File: src/rtl/csrd_pkg.sv
// ----------------------------------------------------------------------------
// csrd_pkg
// Types, constants and the half to single conversion shared by the sparse
// row decompressor.
// ----------------------------------------------------------------------------
package csrd_pkg;

   localparam int unsigned LANES      = 8;
   localparam int unsigned LANE_BITS  = 3;
   localparam int unsigned GROUP_BITS = 4;    // group of 16 wraps to zero
   localparam int unsigned ROW_W      = 12;
   localparam int unsigned RW_W       = 13;
   localparam int unsigned COL_W      = 15;   // signed running column
   localparam int unsigned VCOL_W     = 10;
   localparam int unsigned ADDR_W     = 20;
   localparam int unsigned BASE_W     = 16;
   localparam int unsigned CSR_IDX_W  = 2;
   localparam int unsigned CSR_DATA_W = 16;
   localparam int unsigned REQ_DATA_W = 32;
   localparam int unsigned RSP_DATA_W = 280;

   typedef enum logic [CSR_IDX_W-1:0] {
      CSR_ROW_WIDTH = 2'd0,
      CSR_DEST_BASE = 2'd1
   } csr_index_type;

   typedef logic [LANES-1:0][31:0] vector_type;

   typedef struct packed {
      logic              last;
      logic              err;
      vector_type        lanes;
      logic [ADDR_W-1:0] addr;
   } rsp_entry_type;

   // Exact fp16 -> fp32: subnormals normalized, NaN quieted.
   function automatic logic [31:0] half_to_single(input logic [15:0] h);
      logic [4:0]  ex;
      logic [9:0]  man;
      logic [9:0]  mnorm;
      logic [3:0]  sh;
      logic [7:0]  e;
      logic [30:0] res;
      ex    = h[14:10];
      man   = h[9:0];
      sh    = 4'd0;
      for (int i = 0; i < 10; i++) begin
         if (man[i]) sh = 4'(9 - i);
      end
      mnorm = 10'(man << (sh + 4'd1));
      e     = 8'(113 - 32'(sh) - 1);
      if (ex == 5'd0) begin
         if (man == 10'd0) res = 31'd0;
         else              res = {e, mnorm, 13'd0};
      end else if (ex == 5'h1f) begin
         res = {8'hff, man, 13'd0};
         if (man != 10'd0) res[22] = 1'b1;
      end else begin
         res = {8'({3'd0, ex} + 8'd112), man, 13'd0};
      end
      return {h[15], res};
   endfunction

endpackage

File: src/rtl/sparse_csr_row_decompressor.sv
// ----------------------------------------------------------------------------
// sparse_csr_row_decompressor
// Expands a stream of CSR row elements into dense 8-lane fp32 vector writes.
// ----------------------------------------------------------------------------
// One element item is taken per clock while req_tready is high. Each item
// updates the running column and the vector buffer in the accept cycle and
// queues zero, one or two write items into a 4-entry registered result queue
// that feeds rsp_. req_tready drops only while fewer than two queue entries
// are free, so with the sink ready the block runs at one element per cycle as
// long as elements cause no more than one write each on average; the sink's
// one write per cycle sets the pace otherwise. Configuration writes are
// always accepted and take effect from the following cycle.
module sparse_csr_row_decompressor (
   input  logic                                 clock,
   input  logic                                 reset,
   input  logic                                 req_tvalid,
   output logic                                 req_tready,
   // row[11:0], value_half[27:12], gap[31:28]
   input  logic [csrd_pkg::REQ_DATA_W-1:0]      req_tdata,
   // first_in_row
   input  logic                                 req_tuser,
   input  logic                                 req_tlast,
   output logic                                 rsp_tvalid,
   input  logic                                 rsp_tready,
   // vector_address[19:0], lane_0..lane_7[275:20] (32 each), zero pad
   output logic [csrd_pkg::RSP_DATA_W-1:0]      rsp_tdata,
   // column_error
   output logic                                 rsp_tuser,
   output logic                                 rsp_tlast,
   input  logic                                 csr_valid,
   output logic                                 csr_ready,
   input  logic [csrd_pkg::CSR_IDX_W-1:0]       csr_index,
   input  logic [csrd_pkg::CSR_DATA_W-1:0]      csr_wdata
);
   import csrd_pkg::*;

   localparam int unsigned DEPTH = 4;
   localparam int unsigned PTR_W = 2;
   localparam int unsigned CNT_W = 3;

   logic [RW_W-1:0]       row_width_ff, row_width_in;
   logic [BASE_W-1:0]     dest_base_ff, dest_base_in;
   logic signed [COL_W-1:0] col_ff, col_in;
   logic [VCOL_W-1:0]     vcol_ff, vcol_in;
   vector_type            buf_ff, buf_in;
   logic                  nz_ff, nz_in;
   logic [GROUP_BITS-1:0] grp_ff, grp_in;

   rsp_entry_type         q_ff [DEPTH];
   logic [PTR_W-1:0]      head_ff, head_in, tail_ff, tail_in;
   logic [CNT_W-1:0]      count_ff, count_in;

   logic                  accept, pop;
   logic [ROW_W-1:0]      row;
   logic [15:0]           half;
   logic [3:0]            gap;
   logic                  first, last;

   logic signed [COL_W-1:0] base_col, col;
   vector_type            base_buf;
   logic                  base_nz;
   logic [GROUP_BITS-1:0] base_grp, grp_inc;
   logic [VCOL_W-1:0]     base_vcol, new_vcol;
   logic                  err, vcol_cross, flush;
   logic [21:0]           row_prod;
   logic [ADDR_W-1:0]     addr_old, addr_new;
   rsp_entry_type         ent_a, ent_b, ent_0, ent_1;
   logic [1:0]            push_n;

   assign row   = req_tdata[11:0];
   assign half  = req_tdata[27:12];
   assign gap   = req_tdata[31:28];
   assign first = req_tuser;
   assign last  = req_tlast;

   assign csr_ready  = 1'b1;
   assign req_tready = (count_ff <= CNT_W'(DEPTH - 2));
   assign accept     = req_tvalid && req_tready;
   assign rsp_tvalid = (count_ff != '0);
   assign pop        = rsp_tvalid && rsp_tready;

   always_comb begin
      row_width_in = row_width_ff;
      dest_base_in = dest_base_ff;
      if (csr_valid) begin
         unique case (csr_index)
            CSR_ROW_WIDTH: row_width_in = csr_wdata[RW_W-1:0];
            CSR_DEST_BASE: dest_base_in = csr_wdata;
            default:       ;
         endcase
      end
   end

   // Element processing
   always_comb begin
      base_col  = first ? '1 : col_ff;
      base_vcol = first ? '0 : vcol_ff;
      base_buf  = first ? '0 : buf_ff;
      base_nz   = first ? 1'b0 : nz_ff;
      base_grp  = first ? '0 : grp_ff;

      col        = base_col + COL_W'(gap) + COL_W'(1);
      err        = col >= $signed({1'b0, row_width_ff});
      new_vcol   = VCOL_W'(col >>> LANE_BITS);
      vcol_cross = new_vcol > base_vcol;

      row_prod = row * 22'(row_width_ff >> LANE_BITS);
      addr_old = ADDR_W'(dest_base_ff) + ADDR_W'(row_prod) + ADDR_W'(base_vcol);
      addr_new = ADDR_W'(dest_base_ff) + ADDR_W'(row_prod) + ADDR_W'(new_vcol);

      col_in  = col_ff;
      vcol_in = vcol_ff;
      buf_in  = buf_ff;
      nz_in   = nz_ff;
      grp_in  = grp_ff;

      ent_a.addr  = addr_old;
      ent_a.lanes = base_buf;
      ent_a.err   = 1'b0;
      ent_a.last  = 1'b0;
      ent_b       = ent_a;

      grp_inc = base_grp + GROUP_BITS'(1);
      flush   = err || last || (grp_inc == '0);
      push_n  = 2'd0;

      if (accept) begin
         col_in  = base_col;
         vcol_in = base_vcol;
         buf_in  = base_buf;
         nz_in   = base_nz;
         if (!err) begin
            col_in = col;
            if (vcol_cross) begin
               vcol_in = new_vcol;
               if (base_nz) begin
                  push_n = 2'd1;
                  buf_in = '0;
                  nz_in  = 1'b0;
               end
            end
            if (half[14:0] != 15'd0) nz_in = 1'b1;
            buf_in[col[LANE_BITS-1:0]] = half_to_single(half);
         end
         grp_in = last ? '0 : grp_inc;
         if (flush) push_n = push_n + 2'd1;
      end

      // flush write carries the updated buffer at the current vector column
      ent_b.addr  = (!err && vcol_cross) ? addr_new : addr_old;
      ent_b.lanes = buf_in;
      ent_b.err   = err;
      ent_b.last  = 1'b1;
      ent_a.last  = !flush;

      ent_0 = (push_n == 2'd2) ? ent_a : (flush ? ent_b : ent_a);
      ent_1 = ent_b;
   end

   always_comb begin
      tail_in  = tail_ff + PTR_W'(push_n);
      head_in  = head_ff + PTR_W'(pop);
      count_in = count_ff + CNT_W'(push_n) - CNT_W'(pop);
   end

   always_ff @(posedge clock) begin
      if (reset) begin
         row_width_ff <= RW_W'(256);
         dest_base_ff <= '0;
         col_ff       <= '1;
         vcol_ff      <= '0;
         buf_ff       <= '0;
         nz_ff        <= 1'b0;
         grp_ff       <= '0;
         head_ff      <= '0;
         tail_ff      <= '0;
         count_ff     <= '0;
      end else begin
         row_width_ff <= row_width_in;
         dest_base_ff <= dest_base_in;
         col_ff       <= col_in;
         vcol_ff      <= vcol_in;
         buf_ff       <= buf_in;
         nz_ff        <= nz_in;
         grp_ff       <= grp_in;
         head_ff      <= head_in;
         tail_ff      <= tail_in;
         count_ff     <= count_in;
      end
   end

   always_ff @(posedge clock) begin
      if (push_n != 2'd0) q_ff[tail_ff] <= ent_0;
      if (push_n == 2'd2) q_ff[PTR_W'(tail_ff + PTR_W'(1))] <= ent_1;
   end

   assign rsp_tdata = {4'd0, q_ff[head_ff].lanes, q_ff[head_ff].addr};
   assign rsp_tuser = q_ff[head_ff].err;
   assign rsp_tlast = q_ff[head_ff].last;

   a_count_bound: assert property (@(posedge clock) disable iff (reset)
      count_ff <= CNT_W'(DEPTH)) else $error("result queue overflow");
   a_room_on_accept: assert property (@(posedge clock) disable iff (reset)
      accept |-> count_ff <= CNT_W'(DEPTH - 2)) else $error("accept without room");
   a_err_single: assert property (@(posedge clock) disable iff (reset)
      accept && err |-> push_n == 2'd1) else $error("dropped element wrote twice");
   a_reset_empty: assert property (@(posedge clock)
      reset |=> count_ff == '0) else $error("queue not empty after reset");

endmodule
File: config.mk
export PLATFORM = sky130hd
export DESIGN_NAME = sparse_csr_row_decompressor
export DESIGN_NICKNAME = d
export VERILOG_FILES = /design/src/rtl/csrd_pkg.sv /design/src/rtl/sparse_csr_row_decompressor.sv
export SDC_FILE = /design/constraint.sdc
export NUM_CORES = 2
export LEC_CHECK = 0
export ABC_AREA = 0
export BUFFER_PORTS_ARGS = -buffer_cell sky130_fd_sc_hd__buf_4
export CAP_MARGIN = 20
export CORE_MARGIN = 8
export CORE_UTILIZATION = 40
export CTS_BUF_LIST = sky130_fd_sc_hd__clkbuf_4
export DETAILED_ROUTE_END_ITERATION = 10
export GPL_TIMING_DRIVEN = 0
export SLEW_MARGIN = 20
export SYNTH_ARGS = -nofsm -noshare
export SYNTH_HDL_FRONTEND = slang
export SYNTH_SLANG_ARGS = --single-unit
File: constraint.sdc
create_clock -name clock -period 16.7 [get_ports clock]
set_input_delay 3.34 -clock clock [delete_from_list [all_inputs] [get_ports clock]]
set_output_delay 3.34 -clock clock [all_outputs]
set_load 0.1 [all_outputs]
Word-level counts from Yosys, hierarchy flattened
Memories as Yosys holds them, arrays and structs flattened. A register that Yosys moved wholly into a read port is not among the register bits.
Index checks and enable logic that the tools add are counted.
{ "word_totals": {"ram_bits": 1112, "n_memories": 1, "out_inout_bits": 285, "elab_cells": 115, "ff_bits": 322, "input_bits": 57} }
{ "classes": {"n_mux": 53, "shifts": 1, "order_cmp": 5, "n_eq_ne": 3, "reduce_logical": 18, "multipliers": 1, "n_addsub": 16} }
{ "mem_list": {"columns": ["memory", "depth", "width", "read_ports", "rd_clocked_by_memory_dff", "wr", "line_no", "text"], "rows": [
  ["q_ff", 4, 278, 1, 1, 2, "sparse_csr_row_decompressor.sv:49", "rsp_entry_type q_ff [DEPTH];"]
]} }
{ "op_table": {"columns": ["op", "n"], "rows": [
  ["256-bit two-way mux", 7],
  ["278-bit two-way mux", 2],
  ["256-bit bitwise mux", 1],
  ["31-bit two-way mux", 5],
  ["32-bit demux with 3-bit select", 1],
  ["4-bit two-way mux", 14],
  ["20-bit by 10-bit adder with 20-bit output", 2],
  ["32-bit two-way mux", 1],
  ["10-bit two-way mux", 3],
  ["15-bit two-way mux", 2],
  ["16-bit by 20-bit adder with 20-bit output", 1],
  ["12-bit by 10-bit multiplier with 20-bit output", 1],
  ["20-bit two-way mux", 1],
  ["15-bit by 1-bit adder with 15-bit output (second input constant)", 1],
  ["15-bit by 4-bit adder with 15-bit output", 1],
  ["15-bit by 14-bit >= comparator with 1-bit output", 1],
  ["15-bit nonzero test", 1],
  ["1-bit two-way mux", 12],
  ["10-bit greater-than comparator", 1],
  ["10-bit logical NOT", 1],
  ["10-bit nonzero test", 1],
  ["10-bit by 4-bit << shifter with 10-bit output", 1],
  ["4-bit by 1-bit adder with 4-bit output (second input constant)", 2],
  ["5-bit by 7-bit adder with 8-bit output (second input constant)", 1],
  ["other kinds (23)", 33]
]} }

Logic depth before layout (Yosys ltp)
{ "depth": {"depth_word": 23, "depth_mapped": 35, "depth_no_buf": 27} }

Worst setup path before layout
No wires, ideal clock.
{ "synth_path": {"kind": "input to register", "startpoint": "input req_tuser", "endpoint": "memory q_ff[2][258] (netlist bit), data pin", "t_required_ps": 16547, "arrival_time_ps": 15883, "setup_time_ps": 153, "cell_stages": 31, "n_path_buf": 9, "path_slack_ps": 664, "cell_sequence": "clkbuf_1 buf_1 clkbuf_1 clkbuf_1 or2_2 ha_1 nor2b_1 o31a_2 nor2_1 nor2_1 a21oi_1 ha_1 a211oi_1 nand2b_1 o21ai_0 a21o_1 a31o_1 buf_4 buf_6 buf_4 buf_2 nand2_1 ha_1 nor2_1 nand2_1 nand2_1 o21ai_0 a21oi_1 clkbuf_1 nand2_1 o21ai_0"} }
{ "synth_rtl": {"columns": ["element", "line_no", "text"], "rows": [
  ["from (decl)", "sparse_csr_row_decompressor.sv:21", "input logic req_tuser,"],
  ["to (decl)", "sparse_csr_row_decompressor.sv:49", null]
]} }

==> run_results.csv <==
group,metric,value,unit
worst_setup_path,cpPeakStageDelay,0.85,ns
placed_design,io_buffer_count,318,
logic_synthesis,syn-cell-area,69560,µm²
logic_synthesis,synth_area_leader_cell,"edfxtp_1",
detailed_routing,wl,263.0,mm
worst_setup_path,cp_top_family,"buffers and inverters",
timing,maxSlewViolCount,0,
worst_setup_path,crit_fanout,36,
die,fp.coreArea,173200,µm²
worst_setup_path,required,17.86,ns
timing,finalHoldViolations,0,
power_and_ir_drop,pwr-share-comb,50.0,%
logic_synthesis,synth-edff-count,1108,
clock_tree,cts_tree,"built",
timing,rsz0062_at_grt,"no",
power_and_ir_drop,power_frac_seq,28.9,%
detailed_routing,first_pass_iters,6,
logic_synthesis,ys.flop_type,"edfxtp_1",
final_layout,syn2layout_area_growth,16.73,%
worst_setup_path,crit_type,"input port to flop",
placed_design,place_congestion,0.9863,
die,ios,342,
grt,grt_pass1_wl,367.7,mm
die,start_util,40.15,%
die,die_w,433.0,µm
timing,worst_slew_pin_slew,1.387,ns
power_and_ir_drop,clkPwrFrac,21.1,%
logic_synthesis,yosys_warnings,0,
worst_setup_path,cp-start-kind,"input port",
clock_tree,clk_pin_slew,0.07,ns
detailed_routing,drc_errors,0,
detailed_routing,first_iter_violations,6939,
power_and_ir_drop,ir_worst_vdd,0.1682,mV
worst_setup_path,rrSetupSlack,6.71,ns
timing,fin_skew,0.1822,ns
power_and_ir_drop,p_per_area,190.7,nW/µm²
logic_synthesis,yosys.cell_types.count,99,
detailed_routing,avgRoutedWirePerCell,29.37,µm
clock_tree,clockBufferDepth,4,
timing,period_share,88.63,%
logic_synthesis,synth_top_area_share,47.83,%
clock_tree,clock-sinks,1434,
detailed_routing,dr_total_vias,53720,
placed_design,dp_hpwl,183.9,mm
worst_hold_path,hp-class,"flop to flop",
die,fp.dieArea,187500,µm²
outcome,status,"complete, no violations",
power_and_ir_drop,switching_share,49.30,%
power_and_ir_drop,p_int,7850,µW
worst_setup_path,crit_arrival,15.96,ns
timing,post-route-min-period,14.80,ns
clock_tree,htree_levels,5,
worst_setup_path,cp-startpoint,"req_tuser",
final_layout,layout-drive-gt1-share,23.62,%
clock_tree,post-cts-setup-buffers,0,
worst_hold_path,min_from,"buf_ff[223]",
power_and_ir_drop,p_sw,7634,µW
worst_setup_path,r2r-start,"col_ff[0]",
logic_synthesis,ys_seq_area_share,57.21,%
job,maxCapViolCount,0,
grt,grt_use_total,27.02,%
logic_synthesis,ys_seq_elements,1434,
logic_synthesis,syn_inst,5543,
detailed_routing,via_per_inst,5.999,
final_layout,final_nets,6569,
grt,antenna_found_initial,12,
timing,tns,0,ns
grt,grt_pass1_vias,52400,
logic_synthesis,synth.area.top_cells,"edfxtp_1 (48%), dfxtp_1 (9.4%), mux4_2 (9.0%)",
grt,grt_start_max_net_pins,45,
worst_setup_path,cp-end-kind,"flop",
clock_tree,hold_buffers,0,
logic_synthesis,synthArstFlopShare,0,%
timing,clock.fmax,67.56,MHz
die,die-height,433.0,µm
clock_tree,cts-root-buf,"clkbuf_4",
die,core.rowCount,153,
final_layout,fillCellCount,15870,
timing,slew_headroom,7.521,%
clock_tree,worstSkewPairLatency,1.40,ns
grt,grt_overflow,0,
worst_setup_path,critPathBufInv,11,
power_and_ir_drop,leakage,0.02956,µW
worst_setup_path,cpMostUsedCell,"clkbuf_1",
final_layout,final_cell_mix,"edfxtp_1 (1,108), clkbuf_4 (636), and2_1 (586)",
clock_tree,numCtsBuffers,394,
final_layout,layout_commonest_cell,"edfxtp_1",
detailed_routing,route.antenna.remaining_nets,0,
logic_synthesis,synth_area_per_cell,12.55,µm²
worst_setup_path,cp_slowest_cell,"clkbuf_1",
final_layout,utilization,46.87,%
clock_tree,cts_resized,0,
timing,setup_viol,0,
## metal layers
layer  share of wire, %  vias up  track usage, %
li1                   -    22690               -
met5              0.010        -               0
met4                7.8        4           18.24
met2                 44     3753           41.23
met3                 12      877           7.797
met1                 36    26400           33.34
## final cells by class
| type | instances | area (µm²) | share of cell area [%] |
|---|---|---|---|
| inverter | 179 | 671.9 | 0.8274 |
| clock buffer | 636 | 4775 | 5.880 |
| clock inverter | 66 | 342.8 | 0.4222 |
| antenna | 17 | 42.54 | 0.05239 |
| multi-input combinational | 3524 | 27540 | 33.92 |
| buffer | 409 | 1757 | 2.163 |
| sequential | 1434 | 39800 | 49.01 |
| timing repair buffer | 365 | 3367 | 4.146 |
| tap | 2325 | 2909 | 3.582 |
## flip-flops by register name, indices dropped and copies added (netlist names)
signal and cells:
dest_base_ff 16, grp_ff 4, tail_ff 2, q_ff 1112, count_ff 3, buf_ff 256
col_ff 15, row_width_ff 13, vcol_ff 10, head_ff 2, nz_ff 1
## synth_stat cells (6+ instances only)
| master | number |
|---|---|
| fa_1 | 97 |
| xor2_1 | 16 |
| and2_1 | 586 |
| o21ai_1 | 27 |
| nand2_1 | 520 |
| inv_1 | 178 |
| a22oi_1 | 105 |
| o22ai_2 | 11 |
| a21oi_2 | 12 |
| dfxtp_1 | 326 |
| nor2_1 | 309 |
| a22o_1 | 93 |
| a21o_1 | 24 |
| nand4_1 | 16 |
| buf_1 | 69 |
| or2_2 | 9 |
| o21a_1 | 8 |
| clkbuf_1 | 234 |
| edfxtp_1 | 1108 |
| a32oi_1 | 43 |
| o21ai_0 | 238 |
| mux4_2 | 278 |
| o22ai_1 | 352 |
| buf_2 | 92 |
| nor2b_1 | 25 |
| a2bb2oi_1 | 14 |
| or3_1 | 6 |
| a31oi_1 | 16 |
| a21oi_1 | 194 |
| o221ai_1 | 20 |
| ha_1 | 108 |
| a211oi_1 | 21 |
| mux2_2 | 10 |
| xnor2_1 | 53 |
| nor3_1 | 33 |
| mux2i_1 | 11 |
| o2bb2ai_1 | 23 |
| buf_4 | 12 |
| nand2b_1 | 32 |
| nand3_1 | 49 |
| and3_1 | 14 |
| a32o_1 | 25 |
| o211ai_1 | 15 |
## path summary, 6_finish.rpt
check             cells past startpoint           end
setup / recovery                     35  q_ff[2][258]
hold / removal                        2  q_ff[0][243]
setup reg to reg                     29  q_ff[2][258]
hold reg to reg                       2  q_ff[0][243]
## power by group through the flow
stage	registers (µW)	clock network, µW	logic (µW)
after floorplan	4680	0	5250
after global placement	4890	0	7520
after detailed placement	4550	0	7660
after CTS	4470	3300	7680
after global routing	4510	3480	7920
final	4480	3270	7740
## metrics by stage
stage	hold slack, ns	instance area (µm²)	worst slack [ns]	cells	total power (µW)
after detailed placement	0.4474	76000	1.106	8234	12210
after global placement	0.4432	74870	-10.49	8189	12410
after floorplan	0.4363	69570	0.6638	5546	9928
after CTS	0.4594	81120	2.544	8936	15440
after global routing	0.4913	81180	1.938	8947	15910
final	0.4640	81200	1.899	8955	15480
## cell families after synthesis
group,after synthesis,synth area share (%)
compound gates,1315,12.74
xor+xnor,70,0.8921
simple gates,1629,11.64
buf+inv,588,3.416
fa+ha+maj,205,4.734
mux,300,9.353
flops,1434,57.21
other cells,2,0.01080
## tightest hold or removal path: stages (launching register included)
cell     delay (ns)
dfxtp_1        0.35
nand2_1        0.05
o21ai_0        0.06
No activity file was read; power rests on OpenSTA's default activity.
